File: config.mk
export PLATFORM = sky130hd
export DESIGN_NAME = ticket_mutual_exclusion_node_unit
export DESIGN_NICKNAME = d
export VERILOG_FILES = /design/src/hw/rtl/tmen_pkg.sv /design/src/hw/rtl/tmen_ctrl.sv /design/src/hw/rtl/tmen_datapath.sv /design/src/hw/rtl/ticket_mutual_exclusion_node_unit.sv
export SDC_FILE = /design/constraint.sdc
export NUM_CORES = 1
export LEC_CHECK = 0
export BUFFER_PORTS_ARGS = -buffer_cell sky130_fd_sc_hd__buf_2
export CORE_MARGIN = 5
export CORE_UTILIZATION = 60
export CTS_CLUSTER_DIAMETER = 50
export DETAILED_ROUTE_END_ITERATION = 8
export GPL_TIMING_DRIVEN = 0
export PLACE_DENSITY = 0.82
export SYNTH_ARGS = -nofsm -noshare
export SYNTH_HDL_FRONTEND = slang
export SYNTH_SLANG_ARGS = --single-unit
File: constraint.sdc
create_clock -name clk -period 3.1 [get_ports clk]
set_input_delay 0.62 -clock clk [delete_from_list [all_inputs] [get_ports clk]]
set_output_delay 0.62 -clock clk [all_outputs]
set_load 0.03 [all_outputs]
File: src/hw/rtl/tmen_pkg.sv
// Shared types and codes for the ticket mutual exclusion node.
// Item structs, message and input kind codes, controller/datapath links.
// No dependencies.
package tmen_pkg;

	// input item kinds
	localparam logic [1:0] KIND_LOCAL_REQ = 2'd0;
	localparam logic [1:0] KIND_PEER_REQ  = 2'd1;
	localparam logic [1:0] KIND_PEER_REP  = 2'd2;
	localparam logic [1:0] KIND_RELEASE   = 2'd3;

	// outgoing message kinds
	localparam logic [1:0] MSG_REQUEST = 2'd0;
	localparam logic [1:0] MSG_REPLY   = 2'd1;
	localparam logic [1:0] MSG_GRANT   = 2'd2;

	localparam int ID_W   = 3;
	localparam int TKT_W  = 16;

	typedef struct packed {
		logic [1:0]       kind;
		logic [ID_W-1:0]  peer_id;
		logic [TKT_W-1:0] peer_ticket;
	} in_item_t;

	typedef struct packed {
		logic [1:0]       message_kind;
		logic [ID_W-1:0]  dest_id;
		logic [TKT_W-1:0] ticket_out;
		logic             last;
	} out_item_t;

	// controller to datapath
	typedef struct packed {
		logic load;   // capture the accepted item
		logic exec;   // apply the item to the node state
		logic step;   // advance the fan-out scan position
		logic pick;   // emit the message at the scan position
	} cmd_t;

	// datapath to controller
	typedef struct packed {
		logic single;      // item yields one message right away
		logic fan;         // item starts a fan-out scan
		logic hit;         // scan position has a message to send
		logic pend_empty;  // nothing left to send
	} status_t;

endpackage

File: src/hw/rtl/tmen_ctrl.sv
// Controller state machine of the ticket mutual exclusion node.
// Sequences accept, evaluation, fan-out scan and result handoff.
// Depends on tmen_pkg.
module tmen_ctrl (
	input  logic             clk,
	input  logic             arst_n,
	input  logic             item_valid,
	output logic             item_ready,
	output logic             result_valid,
	input  logic             result_ready,
	input  tmen_pkg::status_t status,
	output tmen_pkg::cmd_t    cmd
);

	typedef enum logic [3:0] {
		ST_IDLE = 4'b0001,
		ST_EVAL = 4'b0010,
		ST_SCAN = 4'b0100,
		ST_SEND = 4'b1000
	} state_t;

	state_t state_q, state_d;

	always_ff @(posedge clk or negedge arst_n) begin
		if (!arst_n) begin
			state_q <= ST_IDLE;
		end else begin
			state_q <= state_d;
		end
	end

	always_comb begin
		state_d = state_q;
		case (state_q)
			ST_IDLE: begin
				if (item_valid) state_d = ST_EVAL;
			end
			ST_EVAL: begin
				if (status.single) state_d = ST_SEND;
				else if (status.fan) state_d = ST_SCAN;
				else state_d = ST_IDLE;
			end
			ST_SCAN: begin
				if (status.pend_empty) state_d = ST_IDLE;
				else if (status.hit) state_d = ST_SEND;
			end
			ST_SEND: begin
				if (result_ready) state_d = status.pend_empty ? ST_IDLE : ST_SCAN;
			end
			default: state_d = ST_IDLE;
		endcase
	end

	assign item_ready   = (state_q == ST_IDLE);
	assign result_valid = (state_q == ST_SEND);

	always_comb begin
		cmd      = '0;
		cmd.load = (state_q == ST_IDLE) && item_valid;
		cmd.exec = (state_q == ST_EVAL);
		cmd.step = (state_q == ST_SCAN) && !status.pend_empty;
		cmd.pick = (state_q == ST_SCAN) && !status.pend_empty && status.hit;
	end

endmodule

File: src/hw/rtl/tmen_datapath.sv
// Datapath of the ticket mutual exclusion node: node state, tickets,
// deferred flags, fan-out mask and scan counter, result register.
// Depends on tmen_pkg.
module tmen_datapath #(
	parameter int NODE_COUNT  = 5,
	parameter int TICKET_BITS = 16
) (
	input  logic                           clk,
	input  logic                           arst_n,
	input  tmen_pkg::in_item_t             item,
	input  logic                           cfg_valid,
	input  logic [tmen_pkg::ID_W-1:0]      cfg_data,
	input  tmen_pkg::cmd_t                 cmd,
	output tmen_pkg::status_t              status,
	output tmen_pkg::out_item_t            result
);

	localparam int IDX_W = $clog2(NODE_COUNT);
	localparam int RW    = $clog2(NODE_COUNT);
	localparam logic [RW-1:0] REPLY_ALL = RW'(NODE_COUNT - 1);
	localparam logic [TICKET_BITS-1:0] TMAX = {TICKET_BITS{1'b1}};

	tmen_pkg::in_item_t          item_q;
	tmen_pkg::out_item_t         out_q;
	logic [tmen_pkg::ID_W-1:0]   own_id_q;
	logic [TICKET_BITS-1:0]      highest_q;
	logic [TICKET_BITS-1:0]      own_ticket_q;
	logic                        wanting_q;
	logic [RW-1:0]               replies_q;
	logic [NODE_COUNT-1:0]       deferred_q;
	logic [NODE_COUNT-1:0]       pending_q;
	logic [1:0]                  fan_kind_q;
	logic [IDX_W-1:0]            cnt_q;

	logic [TICKET_BITS+15:0]     pt_ext, own_ext;
	logic [TICKET_BITS-1:0]      pt;
	logic [tmen_pkg::ID_W-1:0]   pid;
	logic                        own_ok, peer_ok, answer_now;
	logic                        req_go, preq_go, rep_go, rel_go, grant_now;
	logic [NODE_COUNT-1:0]       req_mask, peer_hot, cnt_hot;
	logic [IDX_W+2:0]            dest_ext;
	tmen_pkg::out_item_t         single_msg, scan_msg;

	assign pid     = item_q.peer_id;
	assign pt_ext  = (TICKET_BITS+16)'(item_q.peer_ticket);
	assign pt      = pt_ext[TICKET_BITS-1:0];
	assign own_ext = (TICKET_BITS+16)'(own_ticket_q);

	assign own_ok  = (own_id_q != '0) && (32'(own_id_q) <= NODE_COUNT);
	assign peer_ok = (pid != '0) && (32'(pid) <= NODE_COUNT) && (pid != own_id_q);

	// peer is answered at once unless we want the section and hold priority
	assign answer_now = !wanting_q || (own_ticket_q > pt) ||
		((own_ticket_q == pt) && (own_id_q > pid));

	assign req_go    = (item_q.kind == tmen_pkg::KIND_LOCAL_REQ) && !wanting_q && own_ok;
	assign preq_go   = (item_q.kind == tmen_pkg::KIND_PEER_REQ) && peer_ok;
	assign rep_go    = (item_q.kind == tmen_pkg::KIND_PEER_REP) && wanting_q && peer_ok &&
		(replies_q < REPLY_ALL);
	assign rel_go    = (item_q.kind == tmen_pkg::KIND_RELEASE) && wanting_q &&
		(replies_q == REPLY_ALL);
	assign grant_now = (RW'(replies_q + 1'b1) == REPLY_ALL);

	always_comb begin
		for (int i = 0; i < NODE_COUNT; i++) begin
			req_mask[i] = (32'(own_id_q) != 32'(i + 1));
			peer_hot[i] = (32'(pid) == 32'(i + 1));
		end
	end

	assign cnt_hot  = {{(NODE_COUNT-1){1'b0}}, 1'b1} << cnt_q;
	assign dest_ext = (IDX_W+3)'(cnt_q) + 1'b1;

	always_comb begin
		single_msg = '0;
		single_msg.last = 1'b1;
		if (preq_go) begin
			single_msg.message_kind = tmen_pkg::MSG_REPLY;
			single_msg.dest_id      = pid;
		end else begin
			single_msg.message_kind = tmen_pkg::MSG_GRANT;
		end
	end

	always_comb begin
		scan_msg              = '0;
		scan_msg.message_kind = fan_kind_q;
		scan_msg.dest_id      = dest_ext[2:0];
		if (fan_kind_q == tmen_pkg::MSG_REQUEST) scan_msg.ticket_out = own_ext[15:0];
		scan_msg.last         = ((pending_q & ~cnt_hot) == '0);
	end

	always_comb begin
		status            = '0;
		status.single     = (preq_go && answer_now) || (rep_go && grant_now);
		status.fan        = req_go || rel_go;
		status.hit        = pending_q[cnt_q];
		status.pend_empty = (pending_q == '0);
	end

	// payload registers
	always_ff @(posedge clk) begin
		if (cmd.load) item_q <= item;
		if (cmd.exec && status.single) out_q <= single_msg;
		else if (cmd.pick) out_q <= scan_msg;
		if (cmd.exec && req_go) fan_kind_q <= tmen_pkg::MSG_REQUEST;
		else if (cmd.exec && rel_go) fan_kind_q <= tmen_pkg::MSG_REPLY;
	end

	always_ff @(posedge clk or negedge arst_n) begin
		if (!arst_n) begin
			own_id_q     <= tmen_pkg::ID_W'(1);
			highest_q    <= '0;
			own_ticket_q <= '0;
			wanting_q    <= 1'b0;
			replies_q    <= '0;
			deferred_q   <= '0;
			pending_q    <= '0;
			cnt_q        <= '0;
		end else begin
			if (cfg_valid) own_id_q <= cfg_data;
			if (cmd.exec) begin
				cnt_q <= '0;
				if (req_go) begin
					wanting_q    <= 1'b1;
					replies_q    <= '0;
					own_ticket_q <= highest_q;
					pending_q    <= req_mask;
					if (highest_q != TMAX) highest_q <= highest_q + 1'b1;
				end
				if (preq_go) begin
					if (pt > highest_q) highest_q <= pt;
					if (!answer_now) deferred_q <= deferred_q | peer_hot;
				end
				if (rep_go) replies_q <= RW'(replies_q + 1'b1);
				if (rel_go) begin
					wanting_q  <= 1'b0;
					replies_q  <= '0;
					pending_q  <= deferred_q;
					deferred_q <= '0;
				end
			end else begin
				// drop the sent position, advance the scan
				if (cmd.pick) pending_q <= pending_q & ~cnt_hot;
				if (cmd.step) cnt_q <= cnt_q + 1'b1;
			end
		end
	end

	assign result = out_q;

endmodule

File: src/hw/rtl/ticket_mutual_exclusion_node_unit.sv
// Top level of the ticket mutual exclusion node.
// Joins the controller and datapath; holds the port-level assertions.
// Depends on tmen_pkg, tmen_ctrl, tmen_datapath.

// One node of ticket-based distributed mutual exclusion. Feed it local
// requests and releases and the requests and replies that arrive from peers;
// it returns the messages to send (requests to every other node, replies) and
// a grant when all NODE_COUNT-1 peers have replied. A local request takes the
// highest ticket seen as its own and bumps that ticket, saturating at the top
// of TICKET_BITS. A peer request is answered at once unless this node wants
// the section and holds the smaller ticket (ties go to the smaller id); then it
// is deferred until release. Each result carries last on the final message
// of its item. The node id register is written through the cfg channel, which
// is always ready; write it only while the node is idle. Items are handled one
// at a time: each item is accepted and then evaluated; an item with a single
// result then shows it on the next cycle; a request or release walks one node
// position per cycle with a single scan counter, pausing at each message until
// the result port takes it. No clearing pass follows reset.
module ticket_mutual_exclusion_node_unit #(
	parameter int NODE_COUNT  = 5,
	parameter int TICKET_BITS = 16
) (
	input  logic                      clk,
	input  logic                      arst_n,
	// input items
	input  logic                      item_valid,
	output logic                      item_ready,
	input  tmen_pkg::in_item_t        item,
	// result items
	output logic                      result_valid,
	input  logic                      result_ready,
	output tmen_pkg::out_item_t       result,
	// node id register
	input  logic                      cfg_valid,
	output logic                      cfg_ready,
	input  logic [tmen_pkg::ID_W-1:0] cfg_data
);

	tmen_pkg::cmd_t    cmd;
	tmen_pkg::status_t status;

	// the id register takes a write in any cycle
	assign cfg_ready = 1'b1;

	tmen_ctrl u_ctrl (
		.clk          (clk),
		.arst_n       (arst_n),
		.item_valid   (item_valid),
		.item_ready   (item_ready),
		.result_valid (result_valid),
		.result_ready (result_ready),
		.status       (status),
		.cmd          (cmd)
	);

	tmen_datapath #(
		.NODE_COUNT  (NODE_COUNT),
		.TICKET_BITS (TICKET_BITS)
	) u_datapath (
		.clk       (clk),
		.arst_n    (arst_n),
		.item      (item),
		.cfg_valid (cfg_valid),
		.cfg_data  (cfg_data),
		.cmd       (cmd),
		.status    (status),
		.result    (result)
	);

`ifndef ASSERT_OFF
	// one item at a time: never take an item while a result is shown
	a_no_overlap: assert property (@(posedge clk) disable iff (!arst_n)
		item_ready |-> !result_valid)
		else $error("item accepted while a result is pending");

	// a grant always closes its item
	a_grant_last: assert property (@(posedge clk) disable iff (!arst_n)
		(result_valid && (result.message_kind == tmen_pkg::MSG_GRANT)) |-> result.last)
		else $error("grant without last");

	// a shown result that is taken without last is followed by more work, not idle
	a_more_after: assert property (@(posedge clk) disable iff (!arst_n)
		(result_valid && result_ready && !result.last) |=> !item_ready)
		else $error("node went idle before the last result");
`endif

endmodule
# Word-level counts from Yosys, hierarchy flattened
# Cells that the tools add are included.
# word_totals
register_bits	100
input_bits	29
output_inout_bits	25
word_cells	136
# op_classes
n_addsub	4
n_lt_le_gt_ge	7
eq_ne	27
n_shift	1
muxes	33
bitwise	3
n_reduce_logical	44
# op_table
cell	count
16-bit 2-to-1 mux	5
22-bit 2-to-1 mux	2
5-bit 2-to-1 mux	7
16-bit > comparator	2
3-bit 2-to-1 mux	8
1-bit logical AND	20
4-bit 2-to-1 mux	5
16-bit by 1-bit adder with 16-bit output, second input constant	1
16-bit == test	1
16-bit != test, second input constant	1
4-bit one-hot mux with 4 select lines	1
3-bit == test, second input constant	4
5-bit logical NOT	2
2-bit nonzero test	5
3-bit by 1-bit adder with 3-bit output, second input constant	3
3-bit != test, second input constant	3
3-bit nonzero test	3
2-bit AND reduction	4
3-bit by 2-bit == test with 1-bit output, second input constant	2
3-bit <= comparator, second input constant	2
3-bit by 1-bit != test with 1-bit output, second input constant	2
3-bit by 2-bit != test with 1-bit output, second input constant	2
3-bit AND reduction	2
5-bit AND	1
other kinds (22)	31

# Depth between registers and ports, before layout
# Gate-level depths: netlist of the first run.
# depth
ltp_word	9
depth_mapped	9
depth_no_buf	9

# Cells and area by module
# From an unflattened synthesis of the first run, not the netlist that was laid out.
# unflattened
cells_unflattened	579
area_unflattened_um2	5511.5
# modules_own_cells
mod	n_inst	cells_per_inst	area_per_inst_um2
tmen_datapath	1	547	5225.0
tmen_ctrl	1	30	275.3
ticket_mutual_exclusion_node_unit	1	2	11.3

# Least setup slack after synthesis of the first run
# Ideal clock, no wire load.
# synth_timing
path_type	flip-flop to flip-flop
from	reg u_datapath.own_id_q[0] (netlist name)
to	reg u_datapath.highest_q[3]
setup_time_ns	0.143
t_arrival_ns	2.109
t_required_ns	2.957
path_slack_ns	0.847
stages_incl_launch_ff	10
synth_period_minus_slack_ns	2.253
cell_sequence	dfstp_2 > inv_1 > ha_1 > nand3_1 > nand4b_2 > a21oi_2 > or3b_1 > buf_2 > a211oi_1 > a211oi_1
# synth_via
elab_chain_cells	6
word_cells_on_any_way	10
classes_between	order compare: 1; eq/ne: 1; mux: 3; reduce/logical: 5
# synth_rtl
item	line_no	rtl
start, declared	tmen_datapath.sv:25	logic [tmen_pkg::ID_W-1:0] own_id_q;
start signal, assigned	tmen_datapath.sv:112	own_id_q <= tmen_pkg::ID_W'(1);
start signal, assigned	tmen_datapath.sv:121	if (cfg_valid) own_id_q <= cfg_data;
3-bit <= comparator / 3-bit nonzero test (equally long branches)	tmen_datapath.sv:49	assign own_ok = (own_id_q != '0) && (32'(own_id_q) <= NODE_COUNT);
1-bit logical AND	tmen_datapath.sv:49	
1-bit logical AND	tmen_datapath.sv:56	assign req_go = (item_q.kind == tmen_pkg::KIND_LOCAL_REQ) && !wanting_q && own_ok;
16-bit 2-to-1 mux	tmen_datapath.sv:124	if (req_go) begin
16-bit 2-to-1 mux	tmen_datapath.sv:132	if (pt > highest_q) highest_q <= pt;
16-bit 2-to-1 mux (*)	tmen_datapath.sv:131	if (preq_go) begin
end signal, assigned	tmen_datapath.sv:129	if (highest_q != TMAX) highest_q <= highest_q + 1'b1;
end signal, assigned	tmen_datapath.sv:132	
end, declared	tmen_datapath.sv:26	logic [TICKET_BITS-1:0] highest_q;
# Every way passes the cells marked *; elsewhere a longest branch is shown, timed or not.
# A chain may end at the register's enable or synchronous reset.

# Worst setup path in the final report of the first run
# layout_timing
from	reg u_datapath.item_q, in the netlist u_datapath.pt[14]
to	reg u_datapath.out_q, in the netlist u_datapath.result[20], enable pin
# layout_via
elab_chain_cells	7
word_cells_on_any_way	9
classes_between	order compare: 1; eq/ne: 1; reduce/logical: 7
# layout_rtl
item	line_no	rtl
start, declared	tmen_datapath.sv:23	tmen_pkg::in_item_t item_q;
start signal, assigned	tmen_datapath.sv:103	if (cmd.load) item_q <= item;
16-bit > comparator / 16-bit == test (equally long branches)	tmen_datapath.sv:53, tmen_datapath.sv:54	
1-bit logical OR / 1-bit logical AND (equally long branches)	tmen_datapath.sv:53, tmen_datapath.sv:54	
1-bit logical OR (*)	tmen_datapath.sv:53	assign answer_now = !wanting_q || (own_ticket_q > pt) ||
1-bit logical AND (*)	tmen_datapath.sv:95	status.single = (preq_go && answer_now) || (rep_go && grant_now);
1-bit logical OR (*)	tmen_datapath.sv:95	
1-bit logical AND (*)	tmen_datapath.sv:104	if (cmd.exec && status.single) out_q <= single_msg;
2-bit nonzero test (no line) (*)	n/a	
end signal, assigned	tmen_datapath.sv:104	
end signal, assigned	tmen_datapath.sv:105	else if (cmd.pick) out_q <= scan_msg;
end, declared	tmen_datapath.sv:24	tmen_pkg::out_item_t out_q;
# Marks and branches as above.

==> flow_summary.toml, run 1 <==
[critical_path]
critPathArrivalTime_ns = 2.75
crit_required_ns = 3.16
startpoint = "u_datapath.pt[14]"
crit_fanout = 7
startpoint_type = "flip-flop"
critPathCaptureType = "flip-flop"
reg2reg_from = "u_datapath.pt[14]"
criticalPathCategory = "flip-flop to flip-flop"

[worst_hold_path]
min_path_type = "input port to asynchronous set/reset pin"

[clocking]
post_cts_buffers = 0
holdBufCountCts = 0
numCtsBuffers = 9
clk_pin_slew_ns = 0.10
root_buffer = "clkbuf_8"
tritoncts = "done"
cts_buffer_depth = 2
htreeDepth = 3
cts_sinks = 100
insertion_delay_ns = 0.37
postCtsResizedCells = 0

[global_routing]
grt-ovfl-total = 0
grt_antenna_before_repair = 0
grt_usage_pct = 24.63
grt_pass1_wl_mm = 22.37
grt_max_degree = 57
grt_pass1_vias = 4624

[timing]
finalCritPeriodShare_pct = 86.74
slew_headroom_pct = 37.05
tightestPinTransition_ns = 0.9442
rsz0062_at_grt = "false"
setup_tns_ns = 0
skew_ns = 0.01254
min_period_ns = 2.689
slew_viol_final = 0
fmax_mhz = 371.9
setup-violations-final = 0
hold_viol = 0

[synthesis]
yosysWarnings = 0
netlist_instances = 573
seq_area_frac_synth_pct = 45.29
ys.flop_type = "dfrtp_1"
yosys-top-cells-count = "65 x inv_1, 54 x dfrtp_1, 53 x nand2_1, 44 x ha_1"
synth_area_sq_mm = 0.005619
ys_types = 75
synth_edf_count = 26
ys_seq_elements = 100
avgSynthCellArea_sq_um = 9.807
ys_async_sr_fraction_pct = 56.00
yosys.area.top_type = "dfrtp_1"
synth_top_area_share_pct = 24.05
synthTopCellsByArea = "dfrtp_1 24%, edfxtp_1 14%, ha_1 9.8%"
synth.most_common_cell = "inv_1"
syn_nets = 646

[outcome]
outcome = "completed"

[route]
vias_per_cell = 6.247
drtAntennaViolNets = 0
routed_wl_mm = 13.57
wl_per_cell_microns = 18.05
firstDrtPassIters = 5
vias = 4698
drc = 0
drtIter0Drc = 305

[placement]
port_buffers = 52
placed_area_sq_mm = 0.006018
place_hpwl_mm = 10.29
gp_congestion = 0.9070

[finish]
fin_area_sq_mm = 0.006241
syn2layout_area_growth_pct = 11.07
num_antenna_cells = 0
drive_above_1_share_pct = 16.69
nets = 709

[pwr]
ir_drop_v = 0.0003731
power_density_mw_per_mm2 = 649.2
leakage_nw = 2.644
finalPower_mw = 4.052

[run]
drv_cap = 0

[floorplanning]
io_pins = 54
dieArea_sq_mm = 0.01140
initial_core_util_pct = 61.10
core-area_sq_mm = 0.009196
die_w_microns = 106.8
rows = 35
dieHeight_microns = 106.8
[critical path, stage by stage, from the launching register on]
cell and delay (ns):
edfxtp_1 0.42, inv_1 0.07, ha_1 0.30, nand4_1 0.19, nor4_2 0.52, a211o_1 0.32, nand3_1 0.26, nand3_1 0.28
[registers in the layout, summed over array words and instances, names as in the netlist]
name,flops
u_datapath.replies_q,3
u_datapath.deferred_q,5
u_datapath.cnt_q,3
u_datapath.item_q,2
u_datapath.wanting_q,1
u_datapath.fan_kind_q,1
u_ctrl.state_q,4
u_datapath.highest_q,16
u_datapath.result,22
u_datapath.own_ticket_q,16
u_datapath.pending_q,5
u_datapath.pid,3
u_datapath.own_id_q,3
u_datapath.pt,16
[power breakdown]
group | internal (mW) | switching (mW) | leakage, nW | total, mW
Combinational | 0.481 | 0.785 | 1.39 | 1.27
Sequential | 1.61 | 0.291 | 1.14 | 1.90
Clock | 0.444 | 0.440 | 0.114 | 0.884
Total | 2.54 | 1.52 | 2.64 | 4.05
[worst paths after layout]
kind / cells after the start / slack (ns) / end
max: 7 / 0.41 / u_datapath.result[20]
min in group clk: 1 / 0.42 / u_datapath.pt[11]
min: 1 / 0.29 / u_datapath.replies_q[1]
max reg2reg: 7 / 0.41 / u_datapath.result[20]
min reg2reg: 2 / 0.47 / u_datapath.result[3]
max in group asynchronous: 1 / 2.32 / u_datapath.own_ticket_q[7]
[cells by family after synthesis]
| kind of cell | Yosys count | synth area share, % |
|---|---|---|
| xor gates and xnor gates | 2 | 0.3118 |
| buffers and inverters | 83 | 5.901 |
| adders and majority gates | 44 | 9.797 |
| DFF | 100 | 45.29 |
| muxes | 6 | 1.403 |
| and+or+nand+nor | 172 | 16.92 |
| AOI/OAI and AO/OA | 165 | 20.31 |
| other | 1 | 0.06674 |
[layout make-up]
class | instances | area (sq um)
clock inverter | 5 | 57.56
inverter | 65 | 244.0
timing repair buffer | 52 | 262.8
fill | 746 | 2955
multi-input combinational | 390 | 2743
sequential | 100 | 2545
buffer | 18 | 87.58
tap | 111 | 138.9
clock buffer | 11 | 162.7
[placed cells by master (no fill, tap or decap), types with 14 or more instances in the layout]
master / synthesis / layout
a211oi_1: 18 / 18
a21oi_1: 29 / 29
buf_2: 4 / 55
dfrtp_1: 54 / 54
dfxtp_1: 18 / 18
edfxtp_1: 26 / 26
ha_1: 44 / 44
inv_1: 65 / 65
nand2_1: 53 / 53
nand3_1: 22 / 22
nor2_1: 31 / 31
o21ai_0: 31 / 31
o21ai_1: 14 / 14
o32ai_1: 17 / 17
[routing by layer]
metal / part of all wire (%) / track usage, % / vias up / wire length [microns]
met4: 2.5 / 9.954 / 0 / 341
met1: 45 / 34.61 / 2247 / 6061
met2: 46 / 38.76 / 188 / 6258
met5: 0 / 0 / - / 0
met3: 6.7 / 3.251 / 29 / 909
li1: - / - / 2234 / -
[metrics by stage]
step	setup WS, ns	instances	hold slack [ns]	utilization [%]
6_report	0.4109	752	0.2925	67.86
5_1_grt	0.2117	752	0.3616	67.86
4_1_cts	0.4389	752	0.4115	67.84
3_5_place_dp	0.4606	736	0.4561	65.44
3_3_place_gp	0.5821	736	0.4501	65.44
2_1_floorplan	0.8472	573	0.3244	-
No activity file was read; power rests on OpenSTA's default activity.
==> inputs of run 2 (changes only) <==
- CTS_BUF_LIST: default -> sky130_fd_sc_hd__clkbuf_8
==> run 2 against run 1 <==
  * Register-to-register slack about the same
  * Utilization increased by 0.055 points
  * Die area unchanged
  * Highest routed layer unchanged
  * Sequential cell count stayed put
  * Combinational power barely moved
  * Wire length hardly changed
  * Sequential share of layout area about the same
  * Via count decreased by 0.49%
  * Hold slack barely moved
==> flow_summary.toml, run 2 (synthesized netlist as in run 1, its figures left out) <==
[floorplanning]
core-area_sq_mm = 0.009196
dieArea_sq_mm = 0.01140
initial_core_util_pct = 61.10
rows = 35
dieHeight_microns = 106.8
io_pins = 54
die_w_microns = 106.8

[global_routing]
busiest_layer = "met2"
grt_pass1_vias = 4616
gr-usage-met1_pct = 34.65
use_met2_pct = 38.71
grt-ovfl-total = 0
grt_usage_pct = 24.63
grt_pass1_wl_mm = 22.37
grtUsageMet3_pct = 3.251
grt_antenna_before_repair = 0
grt_max_degree = 57

[clocking]
holdBufCountCts = 0
cts_sinks = 100
postCtsResizedCells = 0
clk_pin_slew_ns = 0.10
htreeDepth = 3
cts_buffer_depth = 2
numCtsBuffers = 9
insertion_delay_ns = 0.37
post_cts_buffers = 0
tritoncts = "done"
root_buffer = "clkbuf_8"

[timing]
slew_headroom_pct = 36.96
rsz0062_at_grt = "false"
setup-violations-final = 0
fmax_mhz = 372.2
finalCritPeriodShare_pct = 86.67
hold_viol = 0
min_period_ns = 2.687
setup_tns_ns = 0
tightestPinTransition_ns = 0.9456
skew_ns = 0.01316
slew_viol_final = 0

[route]
drtAntennaViolNets = 0
firstDrtPassIters = 5
drtIter0Drc = 333
wl_per_cell_microns = 18.03
vias_per_cell = 6.217
drc = 0
vias = 4675
routed_wl_mm = 13.56

[finish]
layout_commonest_cell = "inv_1"
syn2layout_area_growth_pct = 11.16
fillers = 746
largest_reg_flops = 22
mostFrequentLayoutCells = "65 x inv_1, 55 x buf_2, 54 x dfrtp_1, 53 x nand2_1, 44 x ha_1"
num_antenna_cells = 0
final_cell_count_no_fill = 752
nets = 709
drive_above_1_share_pct = 16.69

[pwr]
pwr-share-comb_pct = 30.9
power.switching_mw = 1.511
power_frac_seq_pct = 46.6
leakage_nw = 2.645
internal_power_mw = 2.569
swShare_pct = 37.04
power_density_mw_per_mm2 = 653.2
ir_drop_v = 0.0003725
clkPwrFrac_pct = 22.5

[placement]
place_hpwl_mm = 10.29
gp_congestion = 0.9070
dp_cells = 736
port_buffers = 52

[critical_path]
startpoint_type = "flip-flop"
critPathArrivalTime_ns = 2.74
crit_fanout = 7
critPathCaptureType = "flip-flop"
criticalPathCategory = "flip-flop to flip-flop"
crit_required_ns = 3.16

[outcome]
outcome = "completed"

[run]
drv_cap = 0

[worst_hold_path]
min_path_type = "input port to asynchronous set/reset pin"
## run 2: path summary, 6_finish.rpt
kind                                 startpoint                         end  slack [ns]  cells after the start
hold / removal                           arst_n     u_datapath.replies_q[1]        0.29                      1
setup reg to reg              u_datapath.pt[14]       u_datapath.result[20]        0.41                      7
setup / recovery              u_datapath.pt[14]       u_datapath.result[20]        0.41                      7
max in group asynchronous                arst_n  u_datapath.own_ticket_q[7]        2.31                      1
min in group clk                       item[11]           u_datapath.pt[11]        0.42                      1
hold reg to reg            u_datapath.result[3]        u_datapath.result[3]        0.47                      2
## run 2: metrics by stage
step / area (sq um) / total power, mW / hold WS [ns] / setup slack [ns] / util, %
final: 6246 / 4.080 / 0.2921 / 0.4132 / 67.92
after global routing: 6246 / 4.330 / 0.3616 / 0.2102 / 67.92
after floorplan: 5619 / 2.743 / 0.3244 / 0.8472 / -
after detailed placement: 6018 / 3.142 / 0.4561 / 0.4606 / 65.44
after global placement: 6018 / 3.062 / 0.4501 / 0.5821 / 65.44
after CTS: 6243 / 4.062 / 0.4115 / 0.4377 / 67.89
## run 2: power by group through the flow
stage | Clock, mW | Sequential [mW] | Combinational [mW]
after global routing | 0.981 | 1.94 | 1.41
after CTS | 0.932 | 1.89 | 1.24
after global placement | 0 | 1.90 | 1.16
after detailed placement | 0 | 1.91 | 1.23
final | 0.918 | 1.90 | 1.26
after floorplan | 0 | 1.83 | 0.909
## run 2: layout make-up
class | count | area (sq um) | share of cell area, %
flip-flops and latches | 100 | 2545 | 40.75
plain buffers | 18 | 87.58 | 1.402
clock buffers | 10 | 137.6 | 2.204
multi-input cells | 390 | 2743 | 43.91
inverters | 65 | 244.0 | 3.906
clock inverters | 6 | 87.58 | 1.402
well taps | 111 | 138.9 | 2.224
repair buffers | 52 | 262.8 | 4.207
## run 2: routing by layer
layer | up-vias | share of wire, % | wire [microns]
met4 | 0 | 2.5 | 337
li1 | 2231 | - | -
met5 | - | 0 | 0
met3 | 29 | 7.4 | 998
met1 | 2209 | 44 | 5962
met2 | 206 | 46 | 6258
## run 2: critical path, cell delays in order, from the launching register on
cell and delay [ns]:
edfxtp_1 0.43, inv_1 0.07, ha_1 0.30, nand4_1 0.19
nor4_2 0.52, a211o_1 0.32, nand3_1 0.26, nand3_1 0.28
